**src/nghri_pkg.sv**
```systemverilog
`default_nettype none
package nghri_pkg;

    localparam int MAX_NGRAM  = 4;
    localparam int MAX_HEADS  = 8;
    localparam int MAX_LAYERS = 2;

    localparam int HIST_DEPTH     = MAX_NGRAM - 1;
    localparam int COLS_PER_LAYER = (MAX_NGRAM - 1) * MAX_HEADS;
    localparam int MULT_DEPTH     = MAX_LAYERS * MAX_NGRAM;
    localparam int COL_DEPTH      = MAX_LAYERS * COLS_PER_LAYER;

    localparam int NG_W   = $clog2(MAX_NGRAM + 1);
    localparam int HD_W   = $clog2(MAX_HEADS + 1);
    localparam int LY_W   = (MAX_LAYERS > 1) ? $clog2(MAX_LAYERS) : 1;
    localparam int LYC_W  = $clog2(MAX_LAYERS + 1);
    localparam int MA_W   = $clog2(MULT_DEPTH);
    localparam int CA_W   = $clog2(COL_DEPTH);
    localparam int CL_W   = $clog2(COLS_PER_LAYER);
    localparam int HC_W   = $clog2(HIST_DEPTH + 1);

    localparam logic       REQ_WRITE = 1'b0;
    localparam logic [1:0] SEL_MULT  = 2'd0;
    localparam logic [1:0] SEL_PRIME = 2'd1;
    localparam logic [1:0] SEL_OFF   = 2'd2;

    localparam logic [1:0] CFG_NGRAM  = 2'd0;
    localparam logic [1:0] CFG_HEADS  = 2'd1;
    localparam logic [1:0] CFG_LAYERS = 2'd2;
    localparam logic [1:0] CFG_PAD    = 2'd3;

    // Remainder unit handshake
    typedef struct packed {
        logic        start;
        logic [63:0] dividend;
        logic [31:0] divisor;
    } div_req_t;

    typedef struct packed {
        logic        done;
        logic [31:0] rem;
    } div_rsp_t;

endpackage
`default_nettype wire

```
**src/nghri_mul.sv**
```systemverilog
`default_nettype none
// Shared 64x64 (low 64 bits) multiplier: one 16x64 partial product per cycle.
module nghri_mul
    import nghri_pkg::*;
(
    input  wire logic        clk,
    input  wire logic        rst_n,
    input  wire logic        start,
    input  wire logic [63:0] a,
    input  wire logic [63:0] b,
    output logic             done,
    output logic [63:0]      prod
);
    logic [63:0] acc_reg;
    logic [63:0] a_reg;
    logic [63:0] b_reg;
    logic [2:0]  step_reg;
    logic        busy_reg;
    logic        done_reg;
    logic [63:0] pp;

    // Partial product of the low digit of b
    assign pp = a_reg * {48'd0, b_reg[15:0]};

    always_ff @(posedge clk or negedge rst_n)
    begin
        if (!rst_n)
        begin
            busy_reg <= 1'b0;
            done_reg <= 1'b0;
            step_reg <= 3'd0;
        end
        else
        begin
            done_reg <= 1'b0;
            if (start)
            begin
                busy_reg <= 1'b1;
                step_reg <= 3'd0;
            end
            else if (busy_reg)
            begin
                step_reg <= step_reg + 3'd1;
                if (step_reg == 3'd3)
                begin
                    busy_reg <= 1'b0;
                    done_reg <= 1'b1;
                end
            end
        end
    end

    // Advance the digit shift and accumulate
    always_ff @(posedge clk)
    begin
        if (start)
        begin
            acc_reg <= 64'd0;
            a_reg   <= a;
            b_reg   <= b;
        end
        else if (busy_reg)
        begin
            acc_reg <= acc_reg + pp;
            a_reg   <= {a_reg[47:0], 16'd0};
            b_reg   <= {16'd0, b_reg[63:16]};
        end
    end

    assign done = done_reg;
    assign prod = acc_reg;
endmodule
`default_nettype wire

```
**config.mk**
```make
export PLATFORM = sky130hd
export DESIGN_NAME = nghri_mul
export DESIGN_NICKNAME = d
export VERILOG_FILES = /design/src/nghri_pkg.sv /design/src/nghri_mul.sv
export SDC_FILE = /design/constraint.sdc
export NUM_CORES = 2
export LEC_CHECK = 0
export ABC_AREA = 1
export BUFFER_PORTS_ARGS = -buffer_cell sky130_fd_sc_hd__buf_2
export CAP_MARGIN = 20
export CORE_MARGIN = 5
export CORE_UTILIZATION = 42
export DETAILED_ROUTE_END_ITERATION = 8
export HOLD_SLACK_MARGIN = 0.03
export PLACE_DENSITY = 0.56
export SETUP_SLACK_MARGIN = 0.15
export SKIP_CTS_REPAIR_TIMING = 1
export SYNTH_ARGS = -nofsm -noshare
export SYNTH_HDL_FRONTEND = slang
export SYNTH_SLANG_ARGS = --single-unit
```
**constraint.sdc**
```tcl
create_clock -name clk -period 5.2 [get_ports clk]
set_input_delay 1.04 -clock clk [delete_from_list [all_inputs] [get_ports clk]]
set_output_delay 1.04 -clock clk [all_outputs]
set_load 0.02 [all_outputs]
```
==> results.txt <==
status: finished with violations
failing checks: setup timing
ys async rst share: 2.538%
Synth top area share: 42.43%
vias: 32135
Critical Path AT: 6.34 ns
clk slew on worst S/H paths: 0.10 ns
drt wl/cell: 18.27 um
peak fanout along the critical path: 6
fin crit share: 114.2%
Clock Latency Late Sink: 0.53 ns
Root Buffer: clkbuf_16
global-route wire length before repair: 188800 um
placed instance count: 6569
number of remaining DRC errors: 0
final hold vios: 0
R2R Path Start: b_reg[1]$_DFFE_PP_
routed vias/inst: 4.832
synthesized area: 0.03841 mm^2
final-report setup violation count: 55
multi-input logic area: 0.02869 mm^2
Buffers & Inverters on Critical Path: 8
initial antenna violation count: 4
Total GRT Usage: 24.87%
Die W: 312.4 um
First-pass DRT Iterations: 5
TritonCTS clock tree: done
DPL Wire Length: 98790 um
total clock buffers created by CTS: 17
Longest Clk Path Bufs: 2
slew of the pin with the lowest slew margin: 0.9896 ns
Ant. Diodes: 0
H-tree depth: 4
Net Count, Synth: 6048
PnR worst setup slack: -0.7373 ns
clk_skew: 0.02035 ns
Final nets: 6499
Max stage delay on crit path: 0.55 ns
Fillers: 8841
I/O Pins: 196
Final GP Congestion: 0.9831
Distinct cells, synth: 48
number of flops mapped to enable cells by yosys: 128
routed wire length: 121500 um
grt ovf: 0
Initial Util: 42.09%
Sink Count: 197
top_reg_cell synth: edfxtp_1
IO Port Bufs: 195
Max-slew headroom: 34.03%
critical path endpoint category: flip-flop
Syn Area/Cell: 7.680 um^2
Area contributors post-synth: fa_1 42%, nand2_1 16%, inv_1 14%
pin count of the biggest net entering global routing: 86
Worst path top cell family by delay: adder cells
CP startpoint kind: flip-flop
Max Freq: 168.4 MHz
Synth-to-Final Area Change: 23.31%
Worst Setup Path Type: flip-flop to flip-flop
Slew Viols, Final: 0
top-count cell post-synth: nand2_1
RSZ-0062 raised after global routing: true
Storage cell area: 0.005250 mm^2
fin cells: 6651
post-layout minimum cycle time: 5.937 ns
Mapped Cells: 5001
Max Cap Viol: 0
reg-to-reg endpoint: prod[40]$_SDFFE_PP0P_
Critical Path RT: 5.60 ns
worst r2r path cells: 25
crit path max-delay cell type: fa_1
Syn. warnings: 0
core footprint: 0.09125 mm^2
die area: 0.09760 mm^2
Synth top cells by count: 1589 x nand2_1, 1452 x inv_1, 814 x fa_1
DR iter-0 viols: 1834
# rows: 111
Chip Height: 312.4 um
Synth area leader: fa_1
Hold Path Class: primary input to asynchronous set/reset pin
post-synthesis sequential area ratio: 13.67%
Routed Antenna Nets: 0
reg-to-reg slack, setup: -0.74 ns
Synth Register Bits: 197
Most common cell on crit path: fa_1
vias in the first global route: 33834
ratio of cells with drive above 1 in the final layout: 20.77%
## cells in the final DEF, fill, tap and decap left out, drive strengths merged, types with 7 or more instances in the layout
| master | n |
|---|---|
| nand2 | 1614 |
| inv | 1474 |
| fa | 814 |
| buf | 670 |
| nor2 | 163 |
| edfxtp | 128 |
| nand3 | 105 |
| ha | 102 |
| a21oi | 92 |
| o21ai | 86 |
| dfxtp | 64 |
| clkbuf | 25 |
| o22ai | 19 |
| o21bai | 17 |
| nand4 | 15 |
| nor3 | 15 |
| xnor2 | 10 |
| nor4 | 7 |
| clkinv | 7 |
## cell families (layout without fill, tap and decap cells)
logic type	after synthesis	count (layout)	synth area share, %
AO/OA/AOI/OAI	236	236	3.554
XOR/XNOR	13	13	0.2964
adder cells (fa/ha/maj)	916	916	45.75
buffers and inverters	1714	2178	16.81
flip-flops	197	197	13.67
AND/OR/NAND/NOR	1925	1925	19.93
## per-stage QoR
| step | hold WS [ns] | cell area [um^2] | setup TNS [ns] | worst slack, ns | util (%) |
|---|---|---|---|---|---|
| 5_1_grt | 0.3233 | 47360 | -41.32 | -0.9523 | 51.91 |
| 3_3_place_gp | 0.4573 | 44990 | -34.18 | -0.9741 | 49.30 |
| 6_report | 0.3419 | 47360 | -29.51 | -0.7373 | 51.91 |
| 2_1_floorplan | 0.4831 | 40080 | -0.03807 | -0.01925 | - |
| 4_1_cts | 0.3075 | 45590 | -36.00 | -1.008 | 49.97 |
| 3_5_place_dp | 0.4664 | 44990 | -33.74 | -0.9918 | 49.30 |
## worst max-delay path by stage
stage                        start  cells after the start                    end  slack [ns]
3_3_place_gp   b_reg[12]$_DFFE_PP_                     24  prod[41]$_SDFFE_PP0P_       -0.97
6_report        b_reg[1]$_DFFE_PP_                     25  prod[40]$_SDFFE_PP0P_       -0.74
5_1_grt         b_reg[1]$_DFFE_PP_                     29  prod[63]$_SDFFE_PP0P_       -0.95
2_1_floorplan   b_reg[5]$_DFFE_PP_                     27  prod[62]$_SDFFE_PP0P_       -0.02
4_1_cts        b_reg[12]$_DFFE_PP_                     23  prod[41]$_SDFFE_PP0P_       -1.01
3_5_place_dp   b_reg[12]$_DFFE_PP_                     23  prod[41]$_SDFFE_PP0P_       -0.99
## final cells by class
class / count / share of cell area [%]
clock buffer: 18 / 0.9272
tap: 1186 / 3.133
multi-input combinational: 3090 / 60.58
sequential: 197 / 11.08
timing repair buffer: 677 / 12.26
clock inverter: 14 / 0.3513
inverter: 1469 / 11.67
## routing by layer
layer  part of all wire (%)  track usage (%)  routed length [um]
met5                  0.011                0                  13
met4                    3.7            8.183                4453
met3                    6.3            3.819                7693
met2                     47            41.44               57010
met1                     43            33.56               52370
Power is left out: the tool's default activity adds up to more than one toggle a clock period on the data nets, which glitch-free logic cannot reach.
