## config.mk

```make
export PLATFORM = sky130hd
export DESIGN_NAME = nghri_rem
export DESIGN_NICKNAME = d
export VERILOG_FILES = /design/src/nghri_pkg.sv /design/src/nghri_rem.sv
export SDC_FILE = /design/constraint.sdc
export NUM_CORES = 1
export LEC_CHECK = 0
export ABC_AREA = 1
export BUFFER_PORTS_ARGS = -buffer_cell sky130_fd_sc_hd__clkbuf_2
export CAP_MARGIN = 10
export CORE_ASPECT_RATIO = 0.7
export CORE_MARGIN = 3
export CORE_UTILIZATION = 50
export CTS_BUF_LIST = sky130_fd_sc_hd__clkbuf_4 sky130_fd_sc_hd__clkbuf_8
export CTS_CLUSTER_SIZE = 20
export DETAILED_ROUTE_END_ITERATION = 12
export PLACE_DENSITY_LB_ADDON = 0.25
export RECOVER_POWER = 25
export SYNTH_ARGS = -nofsm -noshare
export SYNTH_HDL_FRONTEND = slang
export SYNTH_SLANG_ARGS = --single-unit
```

## constraint.sdc

```tcl
create_clock -name clk -period 2.21 [get_ports clk]
set_clock_uncertainty 0.1 [all_clocks]
set_input_delay 0.442 -clock clk [delete_from_list [all_inputs] [get_ports clk]]
set_output_delay 0.442 -clock clk [all_outputs]
set_load 0.02 [all_outputs]
```

## src/nghri_pkg.sv

```systemverilog
`default_nettype none
package nghri_pkg;

    localparam int MAX_NGRAM  = 4;
    localparam int MAX_HEADS  = 8;
    localparam int MAX_LAYERS = 2;

    localparam int HIST_DEPTH     = MAX_NGRAM - 1;
    localparam int COLS_PER_LAYER = (MAX_NGRAM - 1) * MAX_HEADS;
    localparam int MULT_DEPTH     = MAX_LAYERS * MAX_NGRAM;
    localparam int COL_DEPTH      = MAX_LAYERS * COLS_PER_LAYER;

    localparam int NG_W   = $clog2(MAX_NGRAM + 1);
    localparam int HD_W   = $clog2(MAX_HEADS + 1);
    localparam int LY_W   = (MAX_LAYERS > 1) ? $clog2(MAX_LAYERS) : 1;
    localparam int LYC_W  = $clog2(MAX_LAYERS + 1);
    localparam int MA_W   = $clog2(MULT_DEPTH);
    localparam int CA_W   = $clog2(COL_DEPTH);
    localparam int CL_W   = $clog2(COLS_PER_LAYER);
    localparam int HC_W   = $clog2(HIST_DEPTH + 1);

    localparam logic       REQ_WRITE = 1'b0;
    localparam logic [1:0] SEL_MULT  = 2'd0;
    localparam logic [1:0] SEL_PRIME = 2'd1;
    localparam logic [1:0] SEL_OFF   = 2'd2;

    localparam logic [1:0] CFG_NGRAM  = 2'd0;
    localparam logic [1:0] CFG_HEADS  = 2'd1;
    localparam logic [1:0] CFG_LAYERS = 2'd2;
    localparam logic [1:0] CFG_PAD    = 2'd3;

    // Remainder unit handshake
    typedef struct packed {
        logic        start;
        logic [63:0] dividend;
        logic [31:0] divisor;
    } div_req_t;

    typedef struct packed {
        logic        done;
        logic [31:0] rem;
    } div_rsp_t;

endpackage
`default_nettype wire

```

## src/nghri_rem.sv

```systemverilog
`default_nettype none
// Restoring 64 by 32 remainder, one quotient bit per cycle.
module nghri_rem
    import nghri_pkg::*;
(
    input  wire logic     clk,
    input  wire logic     rst_n,
    input  wire div_req_t req,
    output div_rsp_t      rsp
);
    logic [63:0] num_reg;
    logic [32:0] part_reg;
    logic [31:0] dvs_reg;
    logic [6:0]  cnt_reg;
    logic        busy_reg;
    logic        done_reg;
    logic [32:0] shifted;
    logic [32:0] diff;

    assign shifted = {part_reg[31:0], num_reg[63]};
    assign diff    = shifted - {1'b0, dvs_reg};

    always_ff @(posedge clk or negedge rst_n)
    begin
        if (!rst_n)
        begin
            busy_reg <= 1'b0;
            done_reg <= 1'b0;
            cnt_reg  <= 7'd0;
        end
        else
        begin
            done_reg <= 1'b0;
            if (req.start)
            begin
                busy_reg <= 1'b1;
                cnt_reg  <= 7'd0;
            end
            else if (busy_reg)
            begin
                cnt_reg <= cnt_reg + 7'd1;
                if (cnt_reg == 7'd63)
                begin
                    busy_reg <= 1'b0;
                    done_reg <= 1'b1;
                end
            end
        end
    end

    // Shift in one dividend bit, subtract when it fits
    always_ff @(posedge clk)
    begin
        if (req.start)
        begin
            num_reg  <= req.dividend;
            part_reg <= 33'd0;
            dvs_reg  <= req.divisor;
        end
        else if (busy_reg)
        begin
            num_reg  <= {num_reg[62:0], 1'b0};
            part_reg <= diff[32] ? shifted : diff;
        end
    end

    assign rsp.done = done_reg;
    assign rsp.rem  = part_reg[31:0];
endmodule
`default_nettype wire

```

==> flow_summary.json <==
{
  "cts_tree": "yes",
  "fp.dieW_um": 160,
  "powerDensity_nw_per_um2": 571,
  "drive_above_1_share_pct": 22.7,
  "die_height_um": 114,
  "initial_core_util_pct": 52.4,
  "wl_per_cell_um": 13.4,
  "worstSetupEndpointType": "register",
  "hold_violations": 0,
  "ir_drop_mv": 0.404,
  "drtPass1Iterations": 6,
  "area_delta_synth_final_pct": 27.7,
  "r2r_end": "part_reg[12]$_SDFFE_PP0P_",
  "vias": 7782,
  "fin_crit_ps": 2400,
  "crit_path_max_incr_delay_ps": 380,
  "synth_cell_type_count": 36,
  "place_inst": 1598,
  "fin_crit_sh_pct": 109,
  "worstMarginPinSlew_ps": 1100,
  "synth_cells": 1182,
  "grt_pass1_vias": 7069,
  "clock_latency_ps": 460,
  "path_max_fanout": 8,
  "rsz0062_at_grt": "true",
  "fmax_mhz": 416,
  "ys.warnings.count": 0,
  "dieArea_um2": 18300,
  "required_ps": 2460,
  "violations": "negative setup slack",
  "critPathLaunchType": "register",
  "clk_pin_slew_ps": 90,
  "setup_ws_ps": -194,
  "placed_area_um2": 9940,
  "hold_slack_ps": 51.0,
  "holdCritPathClass": "in -> reg",
  "grt-ovfl-total": 0,
  "reg2reg_from": "dvs_reg[0]$_DFFE_PP_",
  "regArea_um2": 3750,
  "root_buffer": "clkbuf_8",
  "avgSynthCellArea_um2": 7.07,
  "drc_errors": 0,
  "setup-violations-final": 32,
  "synthTopCellsByArea": "edfxtp_1 (35%), nand2_1 (25%), inv_1 (9.5%)",
  "drt_iter0_drc": 624,
  "cp_common_cell": "nand2_4",
  "synth_top_area_share_pct": 34.5,
  "finalSetupTns_ps": -4870,
  "layout.cells.non_filler": 1643,
  "core-area_um2": 15900,
  "reg2reg_slack_ps": -190,
  "clk_path_buf_depth": 2,
  "largest_register_ffs": 64,
  "grtUsageTotal_pct": 24.5,
  "htree_levels": 4,
  "synth_flop_cell": "edfxtp_1",
  "hold-path-endpoint": "dvs_reg[8]$_DFFE_PP_",
  "cp_cell_sequence": "ha_2, fa_2, inv_2, nand2_2, nand2_2, nand3_2, nand2_2, nand2_2, nand2_4, nand2_4, nand2_4, nand2_4, nand2_4, buf_12, buf_12, nand2_1, nand3_1, nand2_1",
  "crit_path_top_delay_cell": "edfxtp_1",
  "routed_via_density": 4.74,
  "hpwl_um": 16600,
  "layout_commonest_cell": "nand2_1",
  "antenna_found_initial": 0,
  "gp_congestion": 0.949,
  "fillers": 1425,
  "critPathArrivalTime_ps": 2660,
  "async_flop_share_pct": 6.57,
  "routed_wl_um": 22000,
  "fin_area_um2": 10700,
  "worstHoldStart": "req[8]",
  "status": "finished with violations",
  "diodes": 0,
  "startpoint": "dvs_reg[0]$_DFFE_PP_",
  "grt_max_degree": 73,
  "synth-edff-count": 96,
  "whs_path_depth": 1,
  "critPathKind": "reg -> reg",
  "cellLeakagePower_nw": 5.97,
  "ys_seq_elements": 137,
  "rr_worst_depth": 18,
  "num_rows": 38,
  "cts-buffers-inserted": 17,
  "place_ws_ps": -211,
  "io_buffer_count": 131,
  "yosysSeqAreaShare_pct": 44.9,
  "synth_fp_nets": 1315,
  "drv_slew": 0,
  "relSlewSlack_pct": 26.6,
  "postRouteAntennaNets": 0,
  "final_cell_mix": "nand2_1 (553), inv_1 (209), clkbuf_2 (127)",
  "multi_input_area_um2": 3810,
  "cap_viol_max_count": 0,
  "synth_top_area_cell": "edfxtp_1",
  "numClockSinks": 137,
  "ioPinCount": 132,
  "grt_pass1_wl_um": 35600,
  "nets": 1543,
  "netlist_area_um2": 8350
}
==> Yosys cell counts (all sizes together) (3+ instances only) <==
cell,n
buf,10
xnor2,12
a21oi,22
nor2,53
inv,216
and2,5
dfxtp,32
xor2,3
edfxtp,96
ha,33
nand4,6
nand2,578
nand3,61
o21ai,10
clkbuf,17
nor3,11
dfrtp,9
==> repair_timing <==
item | CTS | global route
pin swaps | 5 | 2
hold buffers | 1 | 0
endpoints found under the hold margin | 9 | 0
cloned | 1 | 0
resized for setup | 29 | 16
buffers inserted | 8 | 3
endpoints found under the setup margin | 32 | 32
==> routing by layer <==
| layer | vias to the layer above | wire length [um] | GRT usage [%] |
|---|---|---|---|
| met2 | 262 | 8650 | 33.9 |
| met4 | 0 | 224 | 5.38 |
| met3 | 16 | 1760 | 5.89 |
| met5 | - | 0 | 0 |
| met1 | 3463 | 11400 | 38.6 |
| li1 | 4041 | - | - |
==> through the flow <==
stage	utilization, %	power, mW
2_1_floorplan	-	3.50
3_3_place_gp	62.4	3.83
3_5_place_dp	62.4	3.86
4_1_cts	66.5	6.11
5_1_grt	66.9	6.36
6_report	66.9	6.08
==> cells by family after synthesis <==
logic type	Yosys count	synth area share [%]
flops	137	44.9
fa+ha+maj	34	5.18
simple gates	718	34.7
xor+xnor	15	1.57
buf+inv	244	11.6
compound gates	34	2.10
==> power breakdown <==
part,leakage [nW],switching [mW],internal [mW]
clock,0.210,1.10,1.14
combinational,4.37,0.498,0.360
sequential,1.39,0.0530,2.93
==> layout make-up <==
| class | instances | area share, % |
|---|---|---|
| clock inverters | 15 | 1.77 |
| clock buffers | 17 | 2.19 |
| flip-flops and latches | 137 | 35.2 |
| multi-input cells | 801 | 35.7 |
| well taps | 220 | 2.58 |
| repair buffers | 236 | 14.9 |
| inverters | 217 | 7.68 |
==> worst max-delay path by stage <==
stage / endpoint / slack (ps) / cells past startpoint
finish: part_reg[12]$_SDFFE_PP0P_ / -190 / 18
global route: part_reg[10]$_SDFFE_PP0P_ / -330 / 19
CTS: part_reg[12]$_SDFFE_PP0P_ / -170 / 18
detailed placement: part_reg[12]$_SDFFE_PP0P_ / -210 / 13
global placement: part_reg[16]$_SDFFE_PP0P_ / -140 / 13
floorplan: num_reg[0]$_SDFFCE_PN0P_ / 10 / 3
==> worst max-delay path: cells and delay by family, from the launching register on <==
kind,cells,cell delay (ps)
and+or+nand+nor,13,930
adders and majority gates,2,550
DFF,1,380
buffers and inverters,3,320
(Power assumes the default switching activity.)
